File: src/rtl/nzic_pkg.sv
package nzic_pkg;

  localparam int unsigned QUEUE_DEPTH = 4;
  localparam int unsigned QUEUE_PW    = $clog2(QUEUE_DEPTH);

  typedef enum logic [1:0] {
    CFG_ROW_COUNT   = 2'd0,
    CFG_LIMIT_ON    = 2'd1,
    CFG_LIMIT_COUNT = 2'd2,
    CFG_FROM_END    = 2'd3
  } cfg_reg_e;

  typedef struct packed {
    logic [15:0] row_count;
    logic        limit_on;
    logic [15:0] limit_count;
    logic        from_end;
  } cfg_t;

  // one hit as it travels and sits in the ring
  typedef struct packed {
    logic signed [31:0] im;
    logic signed [31:0] re;
    logic [31:0]        col;
    logic [15:0]        row;
    logic [31:0]        idx;
  } hit_t;

  // classified word handed from front to back
  typedef struct packed {
    hit_t        val;
    logic        keep;
    logic        keep_last;
    logic        ring_wr;
    logic        last;
    logic        from_end;
    logic        limit_on;
    logic [15:0] limit_count;
  } entry_t;

  typedef struct packed {
    hit_t val;
    logic is_hit;
    logic fin;
  } result_t;

endpackage

File: src/rtl/nzic_front.sv
module nzic_front
  import nzic_pkg::*;
#(
  parameter int unsigned VALUE_WIDTH = 32
) (
  input  logic        clk_i,
  input  logic        rst_ni,
  input  cfg_t        cfg_i,
  input  logic        s_axis_tvalid,
  output logic        s_axis_tready,
  input  logic [63:0] s_axis_tdata,
  input  logic        s_axis_tlast,
  input  logic        full_i,
  output logic        push_o,
  output entry_t      entry_o
);

  localparam int unsigned VW = (VALUE_WIDTH < 32) ? VALUE_WIDTH : 32;

  logic [31:0] elem_cnt_q, elem_cnt_d;
  logic [15:0] row_cnt_q, row_cnt_d;
  logic [31:0] col_cnt_q, col_cnt_d;
  logic [31:0] hit_cnt_q, hit_cnt_d;

  logic [15:0] rows;
  logic [31:0] lim;
  logic [31:0] elem_re, elem_im;
  logic        hit, accept;

  assign elem_re       = s_axis_tdata[31:0];
  assign elem_im       = s_axis_tdata[63:32];
  assign s_axis_tready = ~full_i;
  assign accept        = s_axis_tvalid & ~full_i;

  always_comb begin
    rows = (cfg_i.row_count == 16'd0) ? 16'd1 : cfg_i.row_count;
    hit  = (|elem_re[VW-1:0]) | (|elem_im[VW-1:0]);
    lim  = cfg_i.limit_on ? {16'd0, cfg_i.limit_count} : 32'hFFFF_FFFF;

    entry_o.val.idx     = 32'(elem_cnt_q + 32'd1);
    entry_o.val.row     = row_cnt_q;
    entry_o.val.col     = col_cnt_q;
    entry_o.val.re      = elem_re;
    entry_o.val.im      = elem_im;
    entry_o.ring_wr     = hit & cfg_i.from_end;
    entry_o.keep        = hit & ~cfg_i.from_end & (hit_cnt_q < lim);
    entry_o.keep_last   = entry_o.keep & (32'(hit_cnt_q + 32'd1) == lim);
    entry_o.last        = s_axis_tlast;
    entry_o.from_end    = cfg_i.from_end;
    entry_o.limit_on    = cfg_i.limit_on;
    entry_o.limit_count = cfg_i.limit_count;

    push_o = accept & (hit | s_axis_tlast);

    elem_cnt_d = entry_o.val.idx;
    if (row_cnt_q >= rows) begin
      row_cnt_d = 16'd1;
      col_cnt_d = 32'(col_cnt_q + 32'd1);
    end else begin
      row_cnt_d = 16'(row_cnt_q + 16'd1);
      col_cnt_d = col_cnt_q;
    end
    hit_cnt_d = (hit && hit_cnt_q != 32'hFFFF_FFFF) ? 32'(hit_cnt_q + 32'd1) : hit_cnt_q;
  end

  always_ff @(posedge clk_i or negedge rst_ni) begin
    if (!rst_ni) begin
      elem_cnt_q <= '0;
      row_cnt_q  <= 16'd1;
      col_cnt_q  <= 32'd1;
      hit_cnt_q  <= '0;
    end else if (accept) begin
      if (s_axis_tlast) begin
        elem_cnt_q <= '0;
        row_cnt_q  <= 16'd1;
        col_cnt_q  <= 32'd1;
        hit_cnt_q  <= '0;
      end else begin
        elem_cnt_q <= elem_cnt_d;
        row_cnt_q  <= row_cnt_d;
        col_cnt_q  <= col_cnt_d;
        hit_cnt_q  <= hit_cnt_d;
      end
    end
  end

endmodule

File: config.mk
export PLATFORM = sky130hd
export DESIGN_NAME = nzic_front
export DESIGN_NICKNAME = d
export VERILOG_FILES = /design/src/rtl/nzic_pkg.sv /design/src/rtl/nzic_front.sv
export SDC_FILE = /design/constraint.sdc
export NUM_CORES = 1
export LEC_CHECK = 0
export ABC_AREA = 1
export BUFFER_PORTS_ARGS = -buffer_cell sky130_fd_sc_hd__buf_2
export CAP_MARGIN = 10
export CORE_MARGIN = 2
export CORE_UTILIZATION = 54
export CTS_CLUSTER_DIAMETER = 150
export CTS_CLUSTER_SIZE = 16
export DETAILED_ROUTE_END_ITERATION = 8
export HOLD_SLACK_MARGIN = 0.1
export MAX_ROUTING_LAYER = met4
export PLACE_DENSITY = 0.8
export REMOVE_ABC_BUFFERS = 1
export SETUP_SLACK_MARGIN = 0.4
export SYNTH_ARGS = -nofsm -noshare
export SYNTH_HDL_FRONTEND = slang
export SYNTH_SLANG_ARGS = --single-unit
export TNS_END_PERCENT = 20
File: constraint.sdc
create_clock -name clk_i -period 2.65 [get_ports clk_i]
set_input_delay 0.265 -clock clk_i [delete_from_list [all_inputs] [get_ports clk_i]]
set_output_delay 0.265 -clock clk_i [all_outputs]
set_load 0.005 [all_outputs]
==> metrics.cfg <==
[run_status]
status = finished with violations
violations = setup timing

[yosys]
synth_cell_types = 46
async_flop_share_pct = 100.0
syn_area_sq_um = 9808
ys_seq_area_share_pct = 28.60
synthesis.instances = 1480
yosys_most_used_dff = dfrtp_1
synth_seq_cells = 112
yosys-top-cells-area = dfrtp_1 (28%), nand2_1 (16%), nor2_1 (8.3%)
ys_warn_count = 0
netlist.area_leader.share_pct = 28.06
synth.largest_area_cell = dfrtp_1
synth-edff-count = 0
avgSynthCellArea_sq_um = 6.627

[routing]
wire_per_inst_um = 17.43
totalWireLength_mm = 34.91
drc_errors = 0
drtAntennaViolNets = 0
vias = 11240
first_pass_iters = 7
drt_iter0_markers = 1260
vias_per_cell = 5.611

[critical_path]
critPathMaxStageDelay_ns = 0.45
crit_path_cell_trace = nand2_1, nor2_1, nand2_1, nor2_2, nand3_1, nand2_1, nand2_1, nor2_1, nand3_1, nand2_1, nand3_2, nor2_4, buf_2
r2r-start = hit_cnt_q[1]
crit_top_cell = nand2_1
r2r_slack_ns = 0.14
path_max_fanout = 6
path_class = reg -> out
r2r_end = hit_cnt_q[2]
cp.arrival_ns = 2.42
r2r_cells = 15
crit_path_start_kind = register
cp_slowest_cell = dfrtp_2
end_kind = primary output
cp.required_ns = 2.38

[die]
initial_core_util_pct = 54.79
ios = 271
die_w_um = 138.8
num_rows = 49
die_y_um = 138.8
core_sq_um = 17900
die_area_sq_um = 19260

[sta]
clock_skew_ns = 0.01015
final.setup.worst_slack_ns = -0.03524
final_max_slew_viol_count = 0
worst_pin_slew_ns = 0.8617
rsz0062_at_grt = true
post-route-period-util_pct = 101.3
fin_crit_ns = 2.685
max-slew-margin-rel_pct = 42.49
fmax_mhz = 372.4
final_hold_viol_count = 0
setup_viol = 1

[final_layout]
layoutNonFillerInstCount = 2003
nNetsFinal = 1924
drive_gt1_share_pct = 32.64
area_delta_synth_final_pct = 30.36
final_cell_mix = nand2_1 (390), buf_2 (266), nor2_1 (190)
postLayoutCoreUtil_pct = 71.42
final_common_cell = nand2_1
antenna_cells = 0

[global_routing]
grt_pass1_vias = 10050
antenna_found_initial = 0
globalRouteMet1Util_pct = 48.58
grt_max_degree = 65
grtUsageMet2_pct = 51.80
overflow = 0
grt_usage_pct = 33.97
grt_pass1_wl_mm = 52.16
gr-usage-met3_pct = 5.076
busiest_layer = met2

[worst_hold_path]
hold_path_depth = 4
hp-class = in -> reg
whs_endpoint = elem_cnt_q[16]
hp-start = s_axis_tlast

[pwr]
total_power_mw = 4.138
peakVddDrop_mv = 0.3653
pwr_density_cell_nw_per_um2 = 323.6
leakage_nw = 6.501

[cts]
path_clk_slew_ns = 0.07
clockBufferDepth = 2
cts_num_sinks = 112
clkLatencyLatePin_ns = 0.37
cts-root-buf = clkbuf_16
cts_buffers = 9
cts_tree = built
htreeDepth = 3

[placement]
gp_congestion = 1.015
numPortBuffers = 270
hpwl_mm = 24.57
place_inst = 1905

[run]
cap_violations = 0

-- sequential cells by signal, indices dropped and copies added, names as in the netlist --
register,count
col_cnt_q,32
elem_cnt_q,32
hit_cnt_q,32
row_cnt_q,16
-- cell usage after synthesis, types with 3 or more instances --
library cell	instances
a21oi_1	24
buf_1	3
buf_4	83
buf_6	6
clkbuf_1	18
dfrtp_1	110
ha_1	52
inv_1	169
nand2_1	421
nand3_1	86
nand4_1	40
nor2_1	216
nor3_1	40
nor3b_1	3
nor4_1	13
o21ai_0	50
o21ai_2	28
o22ai_1	15
or2_2	6
or3_1	3
xnor2_1	15
xor2_1	45
-- metal layers --
| metal | part of all wire [%] | wire length (um) |
|---|---|---|
| met3 | 8.9 | 3101 |
| met5 | 0 | 0 |
| met1 | 42 | 14800 |
| met2 | 46 | 16180 |
| met4 | 2.4 | 835 |
-- report_power, final --
part	switching (mW)	leakage [nW]	total, mW	internal, mW
registers	0.0994	1.52	1.88	1.78
clock network	0.699	0.137	1.38	0.679
logic	0.495	4.85	0.880	0.384
-- cell families (layout without fill, tap and decap cells) --
group	after synthesis	count (layout)	synth area share, %
and+or+nand+nor	842	842	36.27
buffers and inverters	281	575	14.39
AOI/OAI and AO/OA	132	132	8.522
DFF	112	112	28.60
xor gates and xnor gates	61	61	5.587
adders and majority gates	52	52	6.633
-- repair_timing --
| action | 4_1_cts | 5_1_grt |
|---|---|---|
| hold endpoints to repair | 40 | 0 |
| pin swaps | 32 | 55 |
| setup endpoints to repair | 58 | 122 |
| gates resized for setup | 101 | 92 |
| buffers inserted | 42 | 32 |
| hold buffers | 1 | 0 |
| cloned | 0 | 7 |
-- per-stage QoR --
| step | setup TNS [ns] | worst slack, ns | hold slack, ns | area [sq um] |
|---|---|---|---|---|
| final | -0.03524 | -0.03524 | 0.3536 | 12790 |
| after global routing | -0.2531 | -0.2208 | 0.3759 | 12790 |
| after CTS | 0 | 0.02134 | 0.4081 | 12000 |
| after detailed placement | 0 | 0.06874 | 0.3017 | 11020 |
| after global placement | 0 | 0.08541 | 0.2933 | 11020 |
| after floorplan | -18.28 | -0.4810 | -0.03059 | 9039 |
-- cell type report --
cell class | instances | area (sq um)
inverters | 171 | 646.9
fillers | 1436 | 5116
repair buffers | 388 | 2485
multi-input cells | 1087 | 6248
flip-flops and latches | 112 | 2828
well taps | 229 | 286.5
clock buffers | 10 | 239.0
clock inverters | 6 | 52.55
-- worst max-delay path: cells and delay by family, from the launching register on --
kind          cells  cell delay [ns]
buf+inv           1             0.12
flops             1             0.45
simple gates     12             1.48
-- worst max-delay path by stage --
stage	to	slack, ns	start	cells past startpoint
after floorplan	col_cnt_q[11]	-0.48	row_cnt_q[0]	7
after global placement	elem_cnt_q[10]	0.09	full_i	6
after detailed placement	elem_cnt_q[24]	0.07	full_i	6
after CTS	entry_o[20]	0.02	hit_cnt_q[2]	14
after global routing	entry_o[20]	-0.22	hit_cnt_q[21]	13
final	entry_o[20]	-0.04	hit_cnt_q[12]	13
(Power assumes the default switching activity.)
