===== config.mk =====
export PLATFORM = sky130hd
export DESIGN_NAME = nzic_queue
export DESIGN_NICKNAME = d
export VERILOG_FILES = /design/src/rtl/nzic_pkg.sv /design/src/rtl/nzic_queue.sv
export SDC_FILE = /design/constraint.sdc
export NUM_CORES = 1
export LEC_CHECK = 0
export BUFFER_PORTS_ARGS = -buffer_cell sky130_fd_sc_hd__buf_2
export CAP_MARGIN = 0
export CORE_UTILIZATION = 40
export CTS_CLUSTER_SIZE = 16
export DETAILED_ROUTE_END_ITERATION = 8
export HOLD_SLACK_MARGIN = 0.12
export PLACE_DENSITY = 0.61
export SLEW_MARGIN = 10
export SYNTH_ARGS = -nofsm -noshare
export SYNTH_HDL_FRONTEND = slang
export SYNTH_SLANG_ARGS = --single-unit

===== constraint.sdc =====
create_clock -name clk_i -period 13.42 [get_ports clk_i]
set_clock_uncertainty 0.1 [all_clocks]
set_input_delay 2.684 -clock clk_i [delete_from_list [all_inputs] [get_ports clk_i]]
set_output_delay 2.684 -clock clk_i [all_outputs]
set_load 0.02 [all_outputs]

===== src/rtl/nzic_pkg.sv =====
package nzic_pkg;

  localparam int unsigned QUEUE_DEPTH = 4;
  localparam int unsigned QUEUE_PW    = $clog2(QUEUE_DEPTH);

  typedef enum logic [1:0] {
    CFG_ROW_COUNT   = 2'd0,
    CFG_LIMIT_ON    = 2'd1,
    CFG_LIMIT_COUNT = 2'd2,
    CFG_FROM_END    = 2'd3
  } cfg_reg_e;

  typedef struct packed {
    logic [15:0] row_count;
    logic        limit_on;
    logic [15:0] limit_count;
    logic        from_end;
  } cfg_t;

  // one hit as it travels and sits in the ring
  typedef struct packed {
    logic signed [31:0] im;
    logic signed [31:0] re;
    logic [31:0]        col;
    logic [15:0]        row;
    logic [31:0]        idx;
  } hit_t;

  // classified word handed from front to back
  typedef struct packed {
    hit_t        val;
    logic        keep;
    logic        keep_last;
    logic        ring_wr;
    logic        last;
    logic        from_end;
    logic        limit_on;
    logic [15:0] limit_count;
  } entry_t;

  typedef struct packed {
    hit_t val;
    logic is_hit;
    logic fin;
  } result_t;

endpackage


===== src/rtl/nzic_queue.sv =====
module nzic_queue
  import nzic_pkg::*;
(
  input  logic   clk_i,
  input  logic   rst_ni,
  input  logic   push_i,
  input  entry_t entry_i,
  output logic   full_o,
  input  logic   pop_i,
  output logic   head_valid_o,
  output entry_t head_o
);

  entry_t               slot_q [QUEUE_DEPTH];
  logic [QUEUE_PW-1:0]  wr_ptr_q, rd_ptr_q;
  logic [QUEUE_PW:0]    count_q;

  assign full_o       = (count_q == (QUEUE_PW+1)'(QUEUE_DEPTH));
  assign head_valid_o = (count_q != '0);
  assign head_o       = slot_q[rd_ptr_q];

  always_ff @(posedge clk_i) begin
    if (push_i) begin
      slot_q[wr_ptr_q] <= entry_i;
    end
  end

  always_ff @(posedge clk_i or negedge rst_ni) begin
    if (!rst_ni) begin
      wr_ptr_q <= '0;
      rd_ptr_q <= '0;
      count_q  <= '0;
    end else begin
      if (push_i) begin
        wr_ptr_q <= QUEUE_PW'(wr_ptr_q + 1'b1);
      end
      if (pop_i) begin
        rd_ptr_q <= QUEUE_PW'(rd_ptr_q + 1'b1);
      end
      if (push_i && !pop_i) begin
        count_q <= (QUEUE_PW+1)'(count_q + 1'b1);
      end else if (!push_i && pop_i) begin
        count_q <= (QUEUE_PW+1)'(count_q - 1'b1);
      end
    end
  end

endmodule


==> results.sh, run 1 <==
export IMPL_antenna_found_initial=11
export IMPL_netlist_instances=902
export IMPL_vias_per_cell=5.09
export IMPL_finalSetupViolCount=0
export IMPL_drive_above_1_share_pct=46.3
export IMPL_critPathArrivalTime_ps=4150
export IMPL_cts_tree="done"
export IMPL_grt_max_degree=62
export IMPL_drv_cap=0
export IMPL_post_drt_wl_per_cell_um=22.5
export IMPL_fin_util_pct=48.4
export IMPL_regArea_um2=20100
export IMPL_max_freq_mhz=144
export IMPL_initial_core_util_pct=40.4
export IMPL_clk_latency_ps=600
export IMPL_ant_nets=0
export IMPL_die_x_um=249
export IMPL_grt_setup_unrepaired="no"
export IMPL_grt_use_total_pct=15.5
export IMPL_clkTransAtPathRegs_ps=60
export IMPL_mostFrequentLayoutCell="edfxtp_1"
export IMPL_ys_warn_count=0
export IMPL_vdd_drop_max_mv=0.163
export IMPL_post_cts_buffers=0
export IMPL_gr_usage_met2_pct=23.8
export IMPL_worstPathMaxFanout=52
export IMPL_synth_top_family_by_area="multiplexers"
export IMPL_synth_seq_area_share_pct=82.6
export IMPL_start_kind="flop"
export IMPL_dpl_cell_area_um2=26800
export IMPL_min_path_type="reg2reg"
export IMPL_rows=90
export IMPL_synth_nets=1078
export IMPL_synth_area_per_cell_um2=27.0
export IMPL_num_vias=10812
export IMPL_synth_xor_xnor_area_share_pct=0.216
export IMPL_final_cell_mix="edfxtp_1 (664), buf_2 (337), mux4_2 (166)"
export IMPL_fin_crit_sh_pct=51.7
export IMPL_grt_overflow=0
export IMPL_wl_um=47800
export IMPL_ys_types=18
export IMPL_nets=1464
export IMPL_fp_dieArea_um2=61900
export IMPL_cts_sinks=671
export IMPL_met1_usage_pct=20.8
export IMPL_drv_slew=0
export IMPL_htree_num_levels=3
export IMPL_grt_pass1_vias=11407
export IMPL_core_area_um2=60200
export IMPL_crit_type="reg2out"
export IMPL_dr_pass1_iters=5
export IMPL_io_pins=338
export IMPL_cp_required_ps=10640
export IMPL_port_buffers=337
export IMPL_die_h_um=249
export IMPL_synth_seq_cells=671
export IMPL_hold_buffers=0
export IMPL_tightest_slew_ps=1080
export IMPL_finalSetupTns_ps=0
export IMPL_relSlewSlack_pct=28.1
export IMPL_multiInputGateArea_um2=3950
export IMPL_grt_pass1_wl_um=71600
export IMPL_fin_ws_ps=6480
export IMPL_place_congestion=0.704
export IMPL_synth_simple_area_share_pct=0.206
export IMPL_syn_area_um2=24300
export IMPL_grt_busiest_layer="met2"
export IMPL_final_area_um2=29100
export IMPL_drt_iter0_markers=630
export IMPL_postCtsResizedCells=0
export IMPL_post_route_drc_count=0
export IMPL_cp_end_kind="output pin"
export IMPL_fillers=4883
export IMPL_grtUsageMet3_pct=5.63
export IMPL_synth_compound_area_share_pct=0.0206
export IMPL_areaGrowthSynthToFinish_pct=19.7
export IMPL_dp_slack_ps=6930
export IMPL_power_leakage_uw=0.00987
export IMPL_hold_viol=0
export IMPL_synthAdderAreaFrac_pct=0.339
export IMPL_numCtsBuffers=72
export IMPL_fin_crit_ps=6940
export IMPL_outcome="finished clean"
export IMPL_root_buffer="clkbuf_16"
export IMPL_muxShareOfSynthArea_pct=15.4
export IMPL_dp_hpwl_um=27900
export IMPL_clk_path_buf_depth=3
export IMPL_pwr_density_cell_nw_per_um2=233
==> routing by layer <==
metal / up-vias / share of wire (%)
met5: - / 0.23
met4: 18 / 2.2
met3: 87 / 7.7
met2: 332 / 48
met1: 5669 / 42
li1: 4706 / -
==> sequential cells by signal, indices dropped and copies added (netlist names) <==
name / count
count_q: 3
rd_ptr_q: 2
slot_q: 664
wr_ptr_q: 2
==> synthesized netlist by cell type <==
library cell	number	area (um^2)
dfrtp_1	7	175
buf_6	15	169
ha_1	5	62.6
clkbuf_1	4	15.0
mux2_2	1	11.3
xnor2_1	2	17.5
nor3b_1	1	7.51
buf_2	19	95.1
inv_1	4	15.0
nand2_1	2	7.51
o21ai_0	1	5.00
mux4_2	166	3740
edfxtp_1	664	19900
and2_1	4	25.0
or3_1	1	6.26
xor2_1	4	35.0
nor2_1	1	3.75
fa_1	1	20.0
==> power breakdown <==
group	internal, uW	switching [uW]
clock network	1130	782
logic	786	1200
registers	2740	148
total	4660	2130
==> through the flow <==
stage	total power (uW)	hold WS, ps	instances
floorplan	4370	349	902
global placement	4960	363	1996
detailed placement	4980	378	1996
CTS	6920	385	2124
global route	7090	412	2125
finish	6790	388	2126
==> cells by family after synthesis <==
group | count (synthesis)
flip-flops | 671
multiplexers | 167
buffers and inverters | 42
AND/OR/NAND/NOR | 9
XOR/XNOR | 6
adder cells (fa/ha/maj) | 6
AO/OA/AOI/OAI | 1
==> worst max-delay path, cell delays in order (launching register included) <==
cell and delay [ps]:
dfrtp_4 860, buf_4 910, buf_4 870, mux4_2 610, buf_2 180
==> final timing paths <==
path / slack (ps) / start / endpoint / depth (start not counted)
setup / recovery: 6480 / rd_ptr_q[0] / head_o[140] / 4
setup reg to reg: 10530 / wr_ptr_q[1] / slot_q[1][159] / 4
max in group asynchronous: 11210 / rst_ni / rd_ptr_q[1] / 1
min in group asynchronous: 1820 / rst_ni / count_q[1] / 1
hold / removal: 390 / count_q[2] / count_q[2] / 1
hold reg to reg: 390 / count_q[2] / count_q[2] / 1
==> final cells by class <==
class                           count  share of cell area (%)
Sequential cell                   671                    69.0
Multi-Input combinational cell    189                    13.6
Clock buffer                       91                    6.57
Timing Repair Buffer              350                    6.12
Tap cell                          782                    3.36
Clock inverter                     37                    1.30
Inverter                            4                  0.0515
Antenna cell                        2                  0.0172
No activity file was read; power rests on OpenSTA's default activity.
==> inputs of run 2 (changes only) <==
--- a/config.mk
+++ b/config.mk
@@ -11,7 +11,7 @@
 export CTS_CLUSTER_SIZE = 16
 export DETAILED_ROUTE_END_ITERATION = 8
 export HOLD_SLACK_MARGIN = 0.12
-export PLACE_DENSITY = 0.61
+export PLACE_DENSITY = 0.63
 export SLEW_MARGIN = 10
 export SYNTH_ARGS = -nofsm -noshare
 export SYNTH_HDL_FRONTEND = slang
==> constraint.sdc (replaced) <==
create_clock -name clk_i -period 5.7 [get_ports clk_i]
set_clock_uncertainty 0.1 [all_clocks]
set_input_delay 1.14 -clock clk_i [delete_from_list [all_inputs] [get_ports clk_i]]
set_output_delay 1.14 -clock clk_i [all_outputs]
set_load 0.02 [all_outputs]
==> run 2 against run 1 <==
Register-to-register slack worse by 7200 ps. Final cell count up 0.33%. Clock power up 130%. Critical path depth down 1. Critical path type unchanged. Final area up 0.47%. Global-route usage down 0.052 points. Largest power group unchanged. Largest cell class unchanged. Combinational power up 140%. Sequential share of layout area down 0.32 points. Worst setup slack worse by 4800 ps. Clock-buffer cell count unchanged.
==> results.sh, run 2 (synthesis results as in run 1) <==
export IMPL_outcome="finished clean"
export IMPL_grt_pass1_wl_um=71700
export IMPL_post_route_drc_count=0
export IMPL_gr_usage_met2_pct=24.8
export IMPL_power_leakage_uw=0.00991
export IMPL_seqPwrFrac_pct=42.6
export IMPL_drive_above_1_share_pct=46.8
export IMPL_clk_latency_ps=580
export IMPL_grt_overflow=0
export IMPL_post_drt_wl_per_cell_um=22.1
export IMPL_relSlewSlack_pct=31.4
export IMPL_tightest_slew_ps=1030
export IMPL_grt_max_degree=90
export IMPL_pwr_share_comb_pct=30.0
export IMPL_cp_required_ps=4460
export IMPL_cp_end_kind="output pin"
export IMPL_dp_slack_ps=2160
export IMPL_num_vias=10778
export IMPL_nets=1471
export IMPL_start_kind="flop"
export IMPL_worstReg2RegStart="wr_ptr_q[0]"
export IMPL_die_x_um=249
export IMPL_cts_sinks=671
export IMPL_wl_um=47100
export IMPL_grt_pass1_vias=11568
export IMPL_root_buffer="clkbuf_16"
export IMPL_ant_nets=0
export IMPL_rows=90
export IMPL_p_sw_share_pct=31.4
export IMPL_die_h_um=249
export IMPL_clkPwrFrac_pct=27.4
export IMPL_drv_cap=0
export IMPL_htree_num_levels=3
export IMPL_min_path_type="in2async"
export IMPL_top_register="slot_q"
export IMPL_worstSetupStartpoint="rd_ptr_q[0]"
export IMPL_finalSetupViolCount=0
export IMPL_core_area_um2=60200
export IMPL_met1_usage_pct=20.0
export IMPL_grt_use_total_pct=15.5
export IMPL_final_cell_mix="edfxtp_1 (664), buf_2 (337), mux4_2 (166)"
export IMPL_top_regs="slot_q: 664 flops, count_q: 3 flops"
export IMPL_mostFrequentLayoutCell="edfxtp_1"
export IMPL_slowest_delay_ps=1020
export IMPL_vias_per_cell=5.05
export IMPL_power_net_switching_uw=5020
export IMPL_instances_no_fill=2133
export IMPL_fin_crit_sh_pct=70.9
export IMPL_dp_cells=2003
export IMPL_pwr_density_cell_nw_per_um2=545
export IMPL_cts_tree="done"
export IMPL_drv_slew=0
export IMPL_fin_ws_ps=1660
export IMPL_clkTransAtPathRegs_ps=60
export IMPL_hold_viol=0
export IMPL_clk_path_buf_depth=3
export IMPL_drt_iter0_markers=565
export IMPL_grt_busiest_layer="met2"
export IMPL_hold_buffers=0
export IMPL_fp_dieArea_um2=61900
export IMPL_critPathArrivalTime_ps=2800
export IMPL_worstPathMaxFanout=41
export IMPL_vdd_drop_max_mv=0.294
export IMPL_place_congestion=0.702
export IMPL_dp_hpwl_um=27300
export IMPL_internal_power_uw=11000
export IMPL_io_pins=338
export IMPL_numCtsBuffers=72
export IMPL_grt_setup_unrepaired="no"
export IMPL_dr_pass1_iters=4
export IMPL_critPathSlowestCell="dfrtp_4"
export IMPL_finalSetupTns_ps=0
export IMPL_postCtsResizedCells=0
export IMPL_fin_crit_ps=4040
export IMPL_post_cts_buffers=0
export IMPL_max_freq_mhz=247
export IMPL_cp_cell_sequence="buf_4 > mux4_2 > buf_2"
export IMPL_hold_ws_ps=281
export IMPL_port_buffers=337
export IMPL_antenna_found_initial=9
export IMPL_areaGrowthSynthToFinish_pct=20.3
export IMPL_largest_reg_flops=664
export IMPL_grtUsageMet3_pct=5.24
export IMPL_crit_type="reg2out"
export IMPL_initial_core_util_pct=40.4
run 2: cell count changes in the layout (fill, tap and decap cells not counted), moves of 3 or more:
cell	before	now
buf_12	0	12
buf_4	13	8
bufinv_16	6	3
clkinv_4	0	5
clkinv_8	3	0
inv_6	2	5
run 2: critical path: cells and delay by family, from the launching register on:
family	cells	cell delay, ps
buffers and inverters	2	610
flip-flops	1	1020
multiplexers	1	550
run 2: power groups by stage:
stage | registers [uW] | logic, uW | clock network (uW)
after CTS | 6830 | 4930 | 4510
after floorplan | 6830 | 3460 | 0
after global placement | 6880 | 4910 | 0
final | 6810 | 4780 | 4380
after global routing | 6910 | 5100 | 4680
after detailed placement | 6930 | 4920 | 0
run 2: metal layers:
metal	share of wire [%]	up-vias
met1	41	5627
met3	7.2	95
li1	-	4710
met5	0.23	-
met2	49	332
met4	2.3	14
run 2: path summary, 6_finish.rpt:
check	cells past startpoint	slack, ps	end
setup reg to reg	4	3350	slot_q[2][100]
setup / recovery	3	1660	head_o[135]
max in group asynchronous	1	5040	rd_ptr_q[1]
hold / removal	1	280	rd_ptr_q[0]
min in group clk_i	1	380	count_q[2]
hold reg to reg	1	380	count_q[2]
run 2: area by class of cell:
type	instances	area, um^2
antenna	1	2.50
clock buffer	91	1940
clock inverter	38	294
fill	4825	31000
inverter	4	15.0
multi-input combinational	189	3950
sequential	671	20100
tap	782	978
timing repair buffer	357	1990
run 2: per-stage QoR:
stage          util [%]  instance area [um^2]  power (uW)
2_1_floorplan         -                 24300       10300
3_3_place_gp       44.9                 27100       11800
3_5_place_dp       44.9                 27100       11800
4_1_cts            48.6                 29300       16300
5_1_grt            48.6                 29300       16700
6_report           48.6                 29300       16000
